File: src/design/ldfc_pkg.sv
// Shared types, constants and helper functions for the length-framed deframer.
package ldfc_pkg;

  // Header layout
  localparam int unsigned HdrBytes   = 20;
  localparam int unsigned HdrCntW    = $clog2(HdrBytes);
  localparam int unsigned MetaLenW   = 32;
  localparam int unsigned PayLenW    = 41;
  localparam int unsigned PayShiftW  = 64;

  localparam logic [HdrCntW-1:0] PosMagicEnd = HdrCntW'(4);
  localparam logic [HdrCntW-1:0] PosVerLo    = HdrCntW'(5);
  localparam logic [HdrCntW-1:0] PosFlagsLo  = HdrCntW'(7);
  localparam logic [HdrCntW-1:0] PosFlagsEnd = HdrCntW'(8);
  localparam logic [HdrCntW-1:0] PosMetaEnd  = HdrCntW'(12);
  localparam logic [HdrCntW-1:0] PosPayFirst = HdrCntW'(12);
  localparam logic [HdrCntW-1:0] PosHdrLast  = HdrCntW'(HdrBytes - 1);

  // Reported payload length saturates at 2^40
  localparam logic [PayLenW-1:0] PayLenSat = PayLenW'(64'h100_0000_0000);

  // Status codes
  localparam logic [2:0] StOk        = 3'd0;
  localparam logic [2:0] StShortHdr  = 3'd1;
  localparam logic [2:0] StMagic     = 3'd2;
  localparam logic [2:0] StVersion   = 3'd3;
  localparam logic [2:0] StFlags     = 3'd4;
  localparam logic [2:0] StTooLarge  = 3'd5;
  localparam logic [2:0] StTruncated = 3'd6;
  localparam logic [2:0] StTrailing  = 3'd7;

  // Section labels
  localparam logic [1:0] SecHeader   = 2'd0;
  localparam logic [1:0] SecMeta     = 2'd1;
  localparam logic [1:0] SecPayload  = 2'd2;
  localparam logic [1:0] SecDropped  = 2'd3;

  // Configuration register indexes
  localparam logic [1:0] CfgVersion  = 2'd0;
  localparam logic [1:0] CfgMaxMeta  = 2'd1;
  localparam logic [1:0] CfgMaxPay   = 2'd2;

  localparam logic [15:0]         RstVersion = 16'd1;
  localparam logic [MetaLenW-1:0] RstMaxMeta = MetaLenW'(32'h0010_0000);
  localparam logic [PayLenW-1:0]  RstMaxPay  = PayLenW'(32'h2000_0000);

  // CRC-32, reflected
  localparam logic [31:0] CrcPoly = 32'hedb8_8320;
  localparam logic [31:0] CrcInit = 32'hffff_ffff;

  typedef struct packed {
    logic [15:0]         version;
    logic [MetaLenW-1:0] max_meta;
    logic [PayLenW-1:0]  max_pay;
  } cfg_t;

  typedef struct packed {
    logic [7:0] data_byte;
    logic       frame_end;
  } in_t;

  typedef struct packed {
    logic [7:0]          out_byte;
    logic [1:0]          section;
    logic                frame_done;
    logic [2:0]          status;
    logic [MetaLenW-1:0] metadata_len;
    logic [PayLenW-1:0]  payload_len;
    logic [31:0]         payload_crc;
  } res_t;

  // Expected magic byte for header positions 0 to 3
  function automatic logic [7:0] magic_byte(input logic [1:0] idx);
    logic [7:0] m;
    case (idx)
      2'd0:    m = 8'h4a;
      2'd1:    m = 8'h46;
      2'd2:    m = 8'h53;
      default: m = 8'h54;
    endcase
    return m;
  endfunction

  // Advance the CRC by one byte, LSB first
  function automatic logic [31:0] crc32_byte(input logic [31:0] crc, input logic [7:0] b);
    logic [31:0] c;
    c = crc ^ {24'd0, b};
    for (int i = 0; i < 8; i++) begin
      c = (c >> 1) ^ (CrcPoly & {32{c[0]}});
    end
    return c;
  endfunction

endpackage

File: src/design/ldfc_cfg_regs.sv
// Configuration registers: version and length limits.
module ldfc_cfg_regs (
  input  logic                clk_i,
  input  logic                rst_ni,
  input  logic                cfg_valid_i,
  output logic                cfg_ready_o,
  input  logic [1:0]          cfg_index_i,
  input  logic [63:0]         cfg_data_i,
  output ldfc_pkg::cfg_t      cfg_o
);

  ldfc_pkg::cfg_t cfg_q, cfg_d;

  assign cfg_ready_o = 1'b1;
  assign cfg_o       = cfg_q;

  always_comb begin
    cfg_d = cfg_q;
    if (cfg_valid_i) begin
      unique case (cfg_index_i)
        ldfc_pkg::CfgVersion: cfg_d.version  = cfg_data_i[15:0];
        ldfc_pkg::CfgMaxMeta: cfg_d.max_meta = cfg_data_i[ldfc_pkg::MetaLenW-1:0];
        ldfc_pkg::CfgMaxPay:  cfg_d.max_pay  = cfg_data_i[ldfc_pkg::PayLenW-1:0];
        default: ;
      endcase
    end
  end

  always_ff @(posedge clk_i or negedge rst_ni) begin
    if (!rst_ni) begin
      cfg_q.version  <= ldfc_pkg::RstVersion;
      cfg_q.max_meta <= ldfc_pkg::RstMaxMeta;
      cfg_q.max_pay  <= ldfc_pkg::RstMaxPay;
    end else begin
      cfg_q <= cfg_d;
    end
  end

endmodule

File: src/design/ldfc_in_stage.sv
// Input register stage for incoming frame bytes.
module ldfc_in_stage (
  input  logic           clk_i,
  input  logic           rst_ni,
  input  logic           valid_i,
  output logic           ready_o,
  input  ldfc_pkg::in_t  data_i,
  output logic           valid_o,
  input  logic           take_i,
  output ldfc_pkg::in_t  data_o
);

  logic          valid_q;
  ldfc_pkg::in_t data_q;

  // Refill when empty or whenever the held request moves on this cycle
  assign ready_o = !valid_q || take_i;
  assign valid_o = valid_q;
  assign data_o  = data_q;

  always_ff @(posedge clk_i or negedge rst_ni) begin
    if (!rst_ni) begin
      valid_q <= 1'b0;
    end else if (ready_o) begin
      valid_q <= valid_i;
    end
  end

  always_ff @(posedge clk_i) begin
    if (ready_o && valid_i) begin
      data_q <= data_i;
    end
  end

endmodule

File: src/design/ldfc_parser.sv
// Frame parser: header checks, section tracking, payload CRC and final status.
module ldfc_parser (
  input  logic           clk_i,
  input  logic           rst_ni,
  input  ldfc_pkg::cfg_t cfg_i,
  input  logic           step_i,
  input  ldfc_pkg::in_t  in_i,
  output ldfc_pkg::res_t res_o
);

  localparam int unsigned CntW = ldfc_pkg::HdrCntW;
  localparam int unsigned MW   = ldfc_pkg::MetaLenW;
  localparam int unsigned PW   = ldfc_pkg::PayLenW;
  localparam int unsigned SW   = ldfc_pkg::PayShiftW;

  logic [CntW-1:0] pos_q,      pos_d;
  logic            hdr_done_q, hdr_done_d;
  logic [2:0]      err_q,      err_d;
  logic [SW-1:0]   shift_q,    shift_d;
  logic [MW-1:0]   meta_q,     meta_d;
  logic [MW-1:0]   meta_rem_q, meta_rem_d;
  logic [PW-1:0]   pay_rem_q,  pay_rem_d;
  logic [31:0]     crc_q,      crc_d;

  logic [7:0]      b;
  logic [1:0]      sec;
  logic            short_hdr;
  logic [2:0]      st;

  assign b = in_i.data_byte;

  always_comb begin
    pos_d      = pos_q;
    hdr_done_d = hdr_done_q;
    err_d      = err_q;
    shift_d    = shift_q;
    meta_d     = meta_q;
    meta_rem_d = meta_rem_q;
    pay_rem_d  = pay_rem_q;
    crc_d      = crc_q;
    sec        = ldfc_pkg::SecHeader;

    if (!hdr_done_q) begin
      pos_d = pos_q + CntW'(1);
      if (pos_q < ldfc_pkg::PosMagicEnd) begin
        if (err_q == ldfc_pkg::StOk && b != ldfc_pkg::magic_byte(pos_q[1:0])) begin
          err_d = ldfc_pkg::StMagic;
        end
      end else if (pos_q < ldfc_pkg::PosFlagsEnd) begin
        // Version and flags pass through the low 16 bits of the shifter
        shift_d = {{(SW-16){1'b0}}, shift_q[7:0], b};
        if (err_q == ldfc_pkg::StOk && pos_q == ldfc_pkg::PosVerLo &&
            shift_d[15:0] != cfg_i.version) begin
          err_d = ldfc_pkg::StVersion;
        end
        if (err_q == ldfc_pkg::StOk && pos_q == ldfc_pkg::PosFlagsLo &&
            shift_d[15:0] != 16'd0) begin
          err_d = ldfc_pkg::StFlags;
        end
      end else if (pos_q < ldfc_pkg::PosMetaEnd) begin
        meta_d = {meta_q[MW-9:0], b};
      end else if (pos_q == ldfc_pkg::PosPayFirst) begin
        shift_d = {{(SW-8){1'b0}}, b};
      end else begin
        shift_d = {shift_q[SW-9:0], b};
      end

      if (pos_q == ldfc_pkg::PosHdrLast) begin
        hdr_done_d = 1'b1;
        meta_rem_d = meta_d;
        pay_rem_d  = shift_d[PW-1:0];
        if (err_q == ldfc_pkg::StOk &&
            (meta_d == '0 || meta_d > cfg_i.max_meta ||
             shift_d > {{(SW-PW){1'b0}}, cfg_i.max_pay})) begin
          err_d = ldfc_pkg::StTooLarge;
        end
      end
    end else begin
      // Body: drop bytes after an error; else count down metadata, then payload, then flag trailing bytes
      if (err_q != ldfc_pkg::StOk) begin
        sec = ldfc_pkg::SecDropped;
      end else if (meta_rem_q != '0) begin
        sec        = ldfc_pkg::SecMeta;
        meta_rem_d = meta_rem_q - MW'(1);
      end else if (pay_rem_q != '0) begin
        sec       = ldfc_pkg::SecPayload;
        pay_rem_d = pay_rem_q - PW'(1);
        crc_d     = ldfc_pkg::crc32_byte(crc_q, b);
      end else begin
        sec   = ldfc_pkg::SecDropped;
        err_d = ldfc_pkg::StTrailing;
      end
    end
  end

  assign short_hdr = !hdr_done_d;

  always_comb begin
    if (short_hdr) begin
      st = ldfc_pkg::StShortHdr;
    end else if (err_d != ldfc_pkg::StOk) begin
      st = err_d;
    end else if (meta_rem_d != '0 || pay_rem_d != '0) begin
      st = ldfc_pkg::StTruncated;
    end else begin
      st = ldfc_pkg::StOk;
    end
  end

  always_comb begin
    res_o              = '0;
    res_o.out_byte     = b;
    res_o.section      = sec;
    res_o.frame_done   = in_i.frame_end;
    if (in_i.frame_end) begin
      res_o.status      = st;
      res_o.payload_crc = ~crc_d;
      if (!short_hdr) begin
        res_o.metadata_len = meta_d;
        res_o.payload_len  = (shift_d > {{(SW-PW){1'b0}}, ldfc_pkg::PayLenSat}) ?
                             ldfc_pkg::PayLenSat : shift_d[PW-1:0];
      end
    end
  end

  always_ff @(posedge clk_i or negedge rst_ni) begin
    if (!rst_ni) begin
      pos_q      <= '0;
      hdr_done_q <= 1'b0;
      err_q      <= ldfc_pkg::StOk;
      shift_q    <= '0;
      meta_q     <= '0;
      meta_rem_q <= '0;
      pay_rem_q  <= '0;
      crc_q      <= ldfc_pkg::CrcInit;
    end else if (step_i) begin
      if (in_i.frame_end) begin
        // Clear frame state after the last byte
        pos_q      <= '0;
        hdr_done_q <= 1'b0;
        err_q      <= ldfc_pkg::StOk;
        shift_q    <= '0;
        meta_q     <= '0;
        meta_rem_q <= '0;
        pay_rem_q  <= '0;
        crc_q      <= ldfc_pkg::CrcInit;
      end else begin
        pos_q      <= pos_d;
        hdr_done_q <= hdr_done_d;
        err_q      <= err_d;
        shift_q    <= shift_d;
        meta_q     <= meta_d;
        meta_rem_q <= meta_rem_d;
        pay_rem_q  <= pay_rem_d;
        crc_q      <= crc_d;
      end
    end
  end

endmodule

File: src/design/ldfc_out_stage.sv
// Result register stage in front of the output stream.
module ldfc_out_stage (
  input  logic            clk_i,
  input  logic            rst_ni,
  input  logic            valid_i,
  output logic            ready_o,
  input  ldfc_pkg::res_t  res_i,
  output logic            valid_o,
  input  logic            ready_i,
  output ldfc_pkg::res_t  res_o
);

  logic           valid_q;
  ldfc_pkg::res_t res_q;

  assign ready_o = !valid_q || ready_i;
  assign valid_o = valid_q;
  assign res_o   = res_q;

  always_ff @(posedge clk_i or negedge rst_ni) begin
    if (!rst_ni) begin
      valid_q <= 1'b0;
    end else if (ready_o) begin
      valid_q <= valid_i;
    end
  end

  always_ff @(posedge clk_i) begin
    if (ready_o && valid_i) begin
      res_q <= res_i;
    end
  end

endmodule

File: src/design/length_framed_deframer_crc32_core.sv
// Length-framed deframer with header checks and payload CRC-32, top level.
// Each input request passes through the input register, then the result register.
// Throughput: one byte per cycle; the combinational parse step between the two
// registers handles a byte in every cycle while the output is not stalled.
// Reset (rst_ni low, asynchronous): both stages empty, frame state cleared,
// version register 1, metadata limit 2^20, payload limit 2^29.
module length_framed_deframer_crc32_core (
  input  logic          clk_i,
  input  logic          rst_ni,

  // Input stream
  input  logic          s_axis_tvalid,
  output logic          s_axis_tready,
  input  logic [7:0]    s_axis_tdata,   // [7:0] data_byte
  input  logic          s_axis_tlast,   // frame_end

  // Result stream
  output logic          m_axis_tvalid,
  input  logic          m_axis_tready,
  // [7:0] out_byte, [10:8] status, [42:11] metadata_len,
  // [83:43] payload_len, [115:84] payload_crc, [119:116] zero
  output logic [119:0]  m_axis_tdata,
  output logic [1:0]    m_axis_tuser,   // [1:0] section
  output logic          m_axis_tlast,   // frame_done

  // Configuration writes
  input  logic          cfg_valid_i,
  output logic          cfg_ready_o,
  input  logic [1:0]    cfg_index_i,
  input  logic [63:0]   cfg_data_i
);

  ldfc_pkg::cfg_t cfg;
  ldfc_pkg::in_t  in_req;
  ldfc_pkg::in_t  in_held;
  ldfc_pkg::res_t res_next;
  ldfc_pkg::res_t res_out;
  logic           held_valid;
  logic           out_ready;
  logic           step;

  // Pack the incoming request
  assign in_req.data_byte = s_axis_tdata;
  assign in_req.frame_end = s_axis_tlast;

  // Advance a held byte whenever the result register can take it
  assign step = held_valid && out_ready;

  ldfc_cfg_regs u_cfg (
    .clk_i       (clk_i),
    .rst_ni      (rst_ni),
    .cfg_valid_i (cfg_valid_i),
    .cfg_ready_o (cfg_ready_o),
    .cfg_index_i (cfg_index_i),
    .cfg_data_i  (cfg_data_i),
    .cfg_o       (cfg)
  );

  ldfc_in_stage u_in (
    .clk_i   (clk_i),
    .rst_ni  (rst_ni),
    .valid_i (s_axis_tvalid),
    .ready_o (s_axis_tready),
    .data_i  (in_req),
    .valid_o (held_valid),
    .take_i  (out_ready),
    .data_o  (in_held)
  );

  // Parse step: state updates only when the byte moves into the result register
  ldfc_parser u_parser (
    .clk_i  (clk_i),
    .rst_ni (rst_ni),
    .cfg_i  (cfg),
    .step_i (step),
    .in_i   (in_held),
    .res_o  (res_next)
  );

  ldfc_out_stage u_out (
    .clk_i   (clk_i),
    .rst_ni  (rst_ni),
    .valid_i (held_valid),
    .ready_o (out_ready),
    .res_i   (res_next),
    .valid_o (m_axis_tvalid),
    .ready_i (m_axis_tready),
    .res_o   (res_out)
  );

  // Unpack the result onto the stream fields
  assign m_axis_tdata = {4'd0,
                         res_out.payload_crc,
                         res_out.payload_len,
                         res_out.metadata_len,
                         res_out.status,
                         res_out.out_byte};
  assign m_axis_tuser = res_out.section;
  assign m_axis_tlast = res_out.frame_done;

endmodule

File: config.mk
export PLATFORM = sky130hd
export DESIGN_NAME = length_framed_deframer_crc32_core
export DESIGN_NICKNAME = d
export VERILOG_FILES = /design/src/design/ldfc_pkg.sv /design/src/design/ldfc_cfg_regs.sv /design/src/design/ldfc_in_stage.sv /design/src/design/ldfc_parser.sv /design/src/design/ldfc_out_stage.sv /design/src/design/length_framed_deframer_crc32_core.sv
export SDC_FILE = /design/constraint.sdc
export NUM_CORES = 1
export LEC_CHECK = 0
export CAP_MARGIN = 5
export CORE_MARGIN = 2
export CORE_UTILIZATION = 56
export DETAILED_ROUTE_END_ITERATION = 10
export DONT_BUFFER_PORTS = 1
export PLACE_DENSITY = 0.74
export SKIP_LAST_GASP = 1
export SYNTH_ARGS = -nofsm -noshare
export SYNTH_HDL_FRONTEND = slang
export SYNTH_SLANG_ARGS = --single-unit
File: constraint.sdc
create_clock -name clk_i -period 15.1 [get_ports clk_i]
set_input_delay 1.51 -clock clk_i [delete_from_list [all_inputs] [get_ports clk_i]]
set_output_delay 1.51 -clock clk_i [all_outputs]
set_load 0.01 [all_outputs]
==> summary.txt <==
Synthesis
  – Top-area cell type share of the netlist area: 0.2647
  – Asr flop ratio synth: 0.7016
  – Ys flop type: dfrtp_1
  – Top post-synthesis cells by area: dfrtp_1 26%, edfxtp_1 15%, mux2_2 5.4%, nand2_1 5.4%, ha_1 3.9%
  – Area leader, netlist: dfrtp_1
  – Synth Register Bits: 429
  – Mapped Area: approximately 0.025 mm2
  – Mean Syn Cell Area: 9.411 um2
  – Yosys warns: 0
  – Syn Inst Count: 2672
  – Sequential area share after synthesis: 0.4541
  – EDFF count, synth: around 130
  – Netlist cell types: 86

Route
  – WL final: 81.84 mm
  – Initial DRC count: about 2900
  – Routed Antenna Nets: 0
  – WL per Instance: 25.57 um
  – DR vias/cell: 6.729
  – Pre-antenna DRT Iters: 8
  – Drc violations: 0
  – Via Count: 21540

Floorplanning
  – Io pins: 206
  – Initial core utilization: 0.5674
  – Die height: 215.9 um
  – Die width: between 200 and 250 um
  – Die area: 0.04662 mm2
  – Row cnt: 77
  – Core Area: 0.04432 mm2

Final layout
  – Syn-to-layout area delta: 7.966%
  – Most frequent cells in the layout: 361 x nand2_1, 265 x dfrtp_1, 185 x nor2_1, 185 x o21ai_0, 153 x a21oi_1
  – Nets: between 2000 and 3000
  – Share of cells above drive strength 1: 0.1201
  – Utilization after layout: 0.6126
  – Commonest non-fill, non-tap cell in the layout: nand2_1

Global route
  – Pin count of the biggest net entering global routing: 302
  – GRT Total Usage: 0.3486
  – First-pass GRT wire length: around 130 mm
  – Initial antenna violation count: 5
  – GR Overflow Total: 0
  – Vias in the first global route: slightly above 20000

Setup path
  – Crit-path cells: inv_1 -> ha_1 -> and2_1 -> o21ai_1 -> a22oi_1 -> inv_1 -> ha_1 -> nand4_1 -> or3_1 -> a21oi_1 -> a211oi_1 -> o21ai_0 -> a21oi_1 -> o32a_1 -> a21oi_1 -> o32a_1 -> o31ai_1
  – Delay-heaviest family, CP: compound AO/OA/AOI/OAI gates
  – Critical Path Sink Type: flip-flop
  – Crit Path Class: flip-flop to flip-flop
  – Crit path max fanout: 9
  – Crit-path most repeated cell: a21oi_1
  – Worst Path Arrival: ~5700 ps
  – CP Data Required Time: roughly 15000 ps
  – CP max stage cell: a22oi_1
  – Worst path max stage delay: 980 ps
  – Worst path buffer plus inverter count: 2
  – Crit path launch type: flip-flop

Timing
  – Slew headroom: 0.1472
  – Final period util: 0.3584
  – RSZ-0062 raised after global routing: false
  – Finish-stage setup viols: 0
  – Least-Margin Pin Slew: roughly 1300 ps
  – FMAX: roughly 180 MHz
  – Tmin final: between 5000 and 6000 ps
  – Crit path setup slack, layout: just under 10000 ps
  – Final hold vios: 0
  – Max-slew violation count: 0
  – Clock skew: 19.17 ps
  – Setup TNS: 0 ps

Status
  – Outcome: finished, final reports clean

Clocking
  – Clock Latency Late Sink: 600 ps
  – CTS max path bufs: 3
  – Hold buffer count at CTS: 0
  – CTS H-Tree Depth: 2
  – CTS Sinks: 429
  – Clock transition at path regs: 70 ps
  – Root Driver: clkbuf_16
  – Post-CTS sizing: 0
  – # Post-CTS Setup Buffers: 0
  – CTS tree: done
  – CTS buffer count: 46

Place
  – Dpl hpwl: 55.65 mm
  – Setup WS pre-CTS: 9960 ps
  – GP Congestion: roughly 1
  – I/O Buffers: 0

Min path
  – Worst Hold Class: flip-flop to flip-flop

Pwr
  – P_leak: 11.81 nW
  – PwrDens: 124.7 mW/mm2
  – Max VDD drop: 0.09559 mV

Run
  – Max-cap violations: 0
-- state kept, by name (all words and copies together), names as in the netlist --
name                 flops
u_parser.err_q           3
u_cfg.cfg_o             89
u_parser.meta_rem_q     32
u_parser.hdr_done_q      1
u_out.res_o            119
u_parser.shift_q        64
u_parser.crc_q          32
u_parser.pos_q           5
u_in.data_o              9
u_out.valid_o            1
u_parser.pay_rem_q      41
u_parser.meta_q         32
u_in.valid_o             1
-- Yosys cell counts (46+ instances only) --
master,instances
clkbuf_1,155
nor2_1,189
ha_1,79
a22o_1,46
o21ai_0,186
nor4_1,59
dfrtp_1,266
inv_1,139
nand2_1,362
edfxtp_1,128
mux2_2,121
nand4_1,49
nor3_1,62
xor2_1,62
a21oi_1,153
xnor2_1,64
mux2i_1,59
-- final cells by class --
cell class,instances,area (um2)
diodes,3,7.507
clock buffers,53,1177
clock inverters,33,444.2
fillers,3702,17170
inverters,140,531.8
multi-input cells,1913,12540
flip-flops and latches,429,11420
well taps,592,740.7
repair buffers,38,285.3
-- power breakdown --
part           switching [W]  internal [W]
logic               0.000501      0.000245
registers           0.000117       0.00129
clock network       0.000494      0.000736
total                0.00111       0.00227
-- stage by stage --
step                      instances  hold slack (ps)  instance area (um2)  total power, W
after floorplan                2675            424.4                25160        0.001871
after global placement         3112            490.0                25520        0.002120
after detailed placement       3112            493.3                25520        0.002144
after CTS                      3198            506.8                27140        0.003370
after global routing           3198            516.8                27140        0.003494
final                          3201            506.2                27150        0.003385
-- metal layers --
layer / share of wire / vias up / GRT usage
met5: 0.00017 / - / 0
met4: 0.055 / 2 / 0.1765
met3: 0.10 / 274 / 0.08358
met2: 0.45 / 1268 / 0.5232
met1: 0.39 / 10590 / 0.4732
li1: - / 9407 / -
-- final timing paths --
kind	cells after the start	slack [ps]	endpoint	startpoint
max	17	9690	u_out.res_o[107]$_SDFFCE_PN0P_	u_parser.pos_q[0]$_DFFE_PN0P_
max in group asynchronous	0	13890	u_parser.meta_rem_q[8]$_DFFE_PN0P_	rst_ni
min	1	510	u_cfg.cfg_o[7]$_DFFE_PN0P_	u_cfg.cfg_o[7]$_DFFE_PN0P_
min in group asynchronous	0	620	u_cfg.cfg_o[32]$_DFFE_PN0P_	rst_ni
min reg2reg	1	510	u_cfg.cfg_o[7]$_DFFE_PN0P_	u_cfg.cfg_o[7]$_DFFE_PN0P_
max reg2reg	17	9690	u_out.res_o[107]$_SDFFCE_PN0P_	u_parser.pos_q[0]$_DFFE_PN0P_
-- kinds of logic after synthesis --
logic type      synth area share
compound gates            0.1635
xor+xnor                 0.04389
fa+ha+maj                0.03931
buf+inv                  0.05105
flops                     0.4541
mux                      0.07767
other cells            0.0002986
simple gates              0.1702
-- worst reg2reg max path, stage by stage, from the launching register on --
cell and delay, ps:
dfrtp_1 440, inv_1 110, ha_1 250, and2_1 150, o21ai_1 300, a22oi_1 980
inv_1 130, ha_1 340, nand4_1 180, or3_1 410, a21oi_1 300, a211oi_1 90
o21ai_0 270, a21oi_1 160, o32a_1 320, a21oi_1 400, o32a_1 230, o31ai_1 70
No activity file was read; power rests on OpenSTA's default activity.
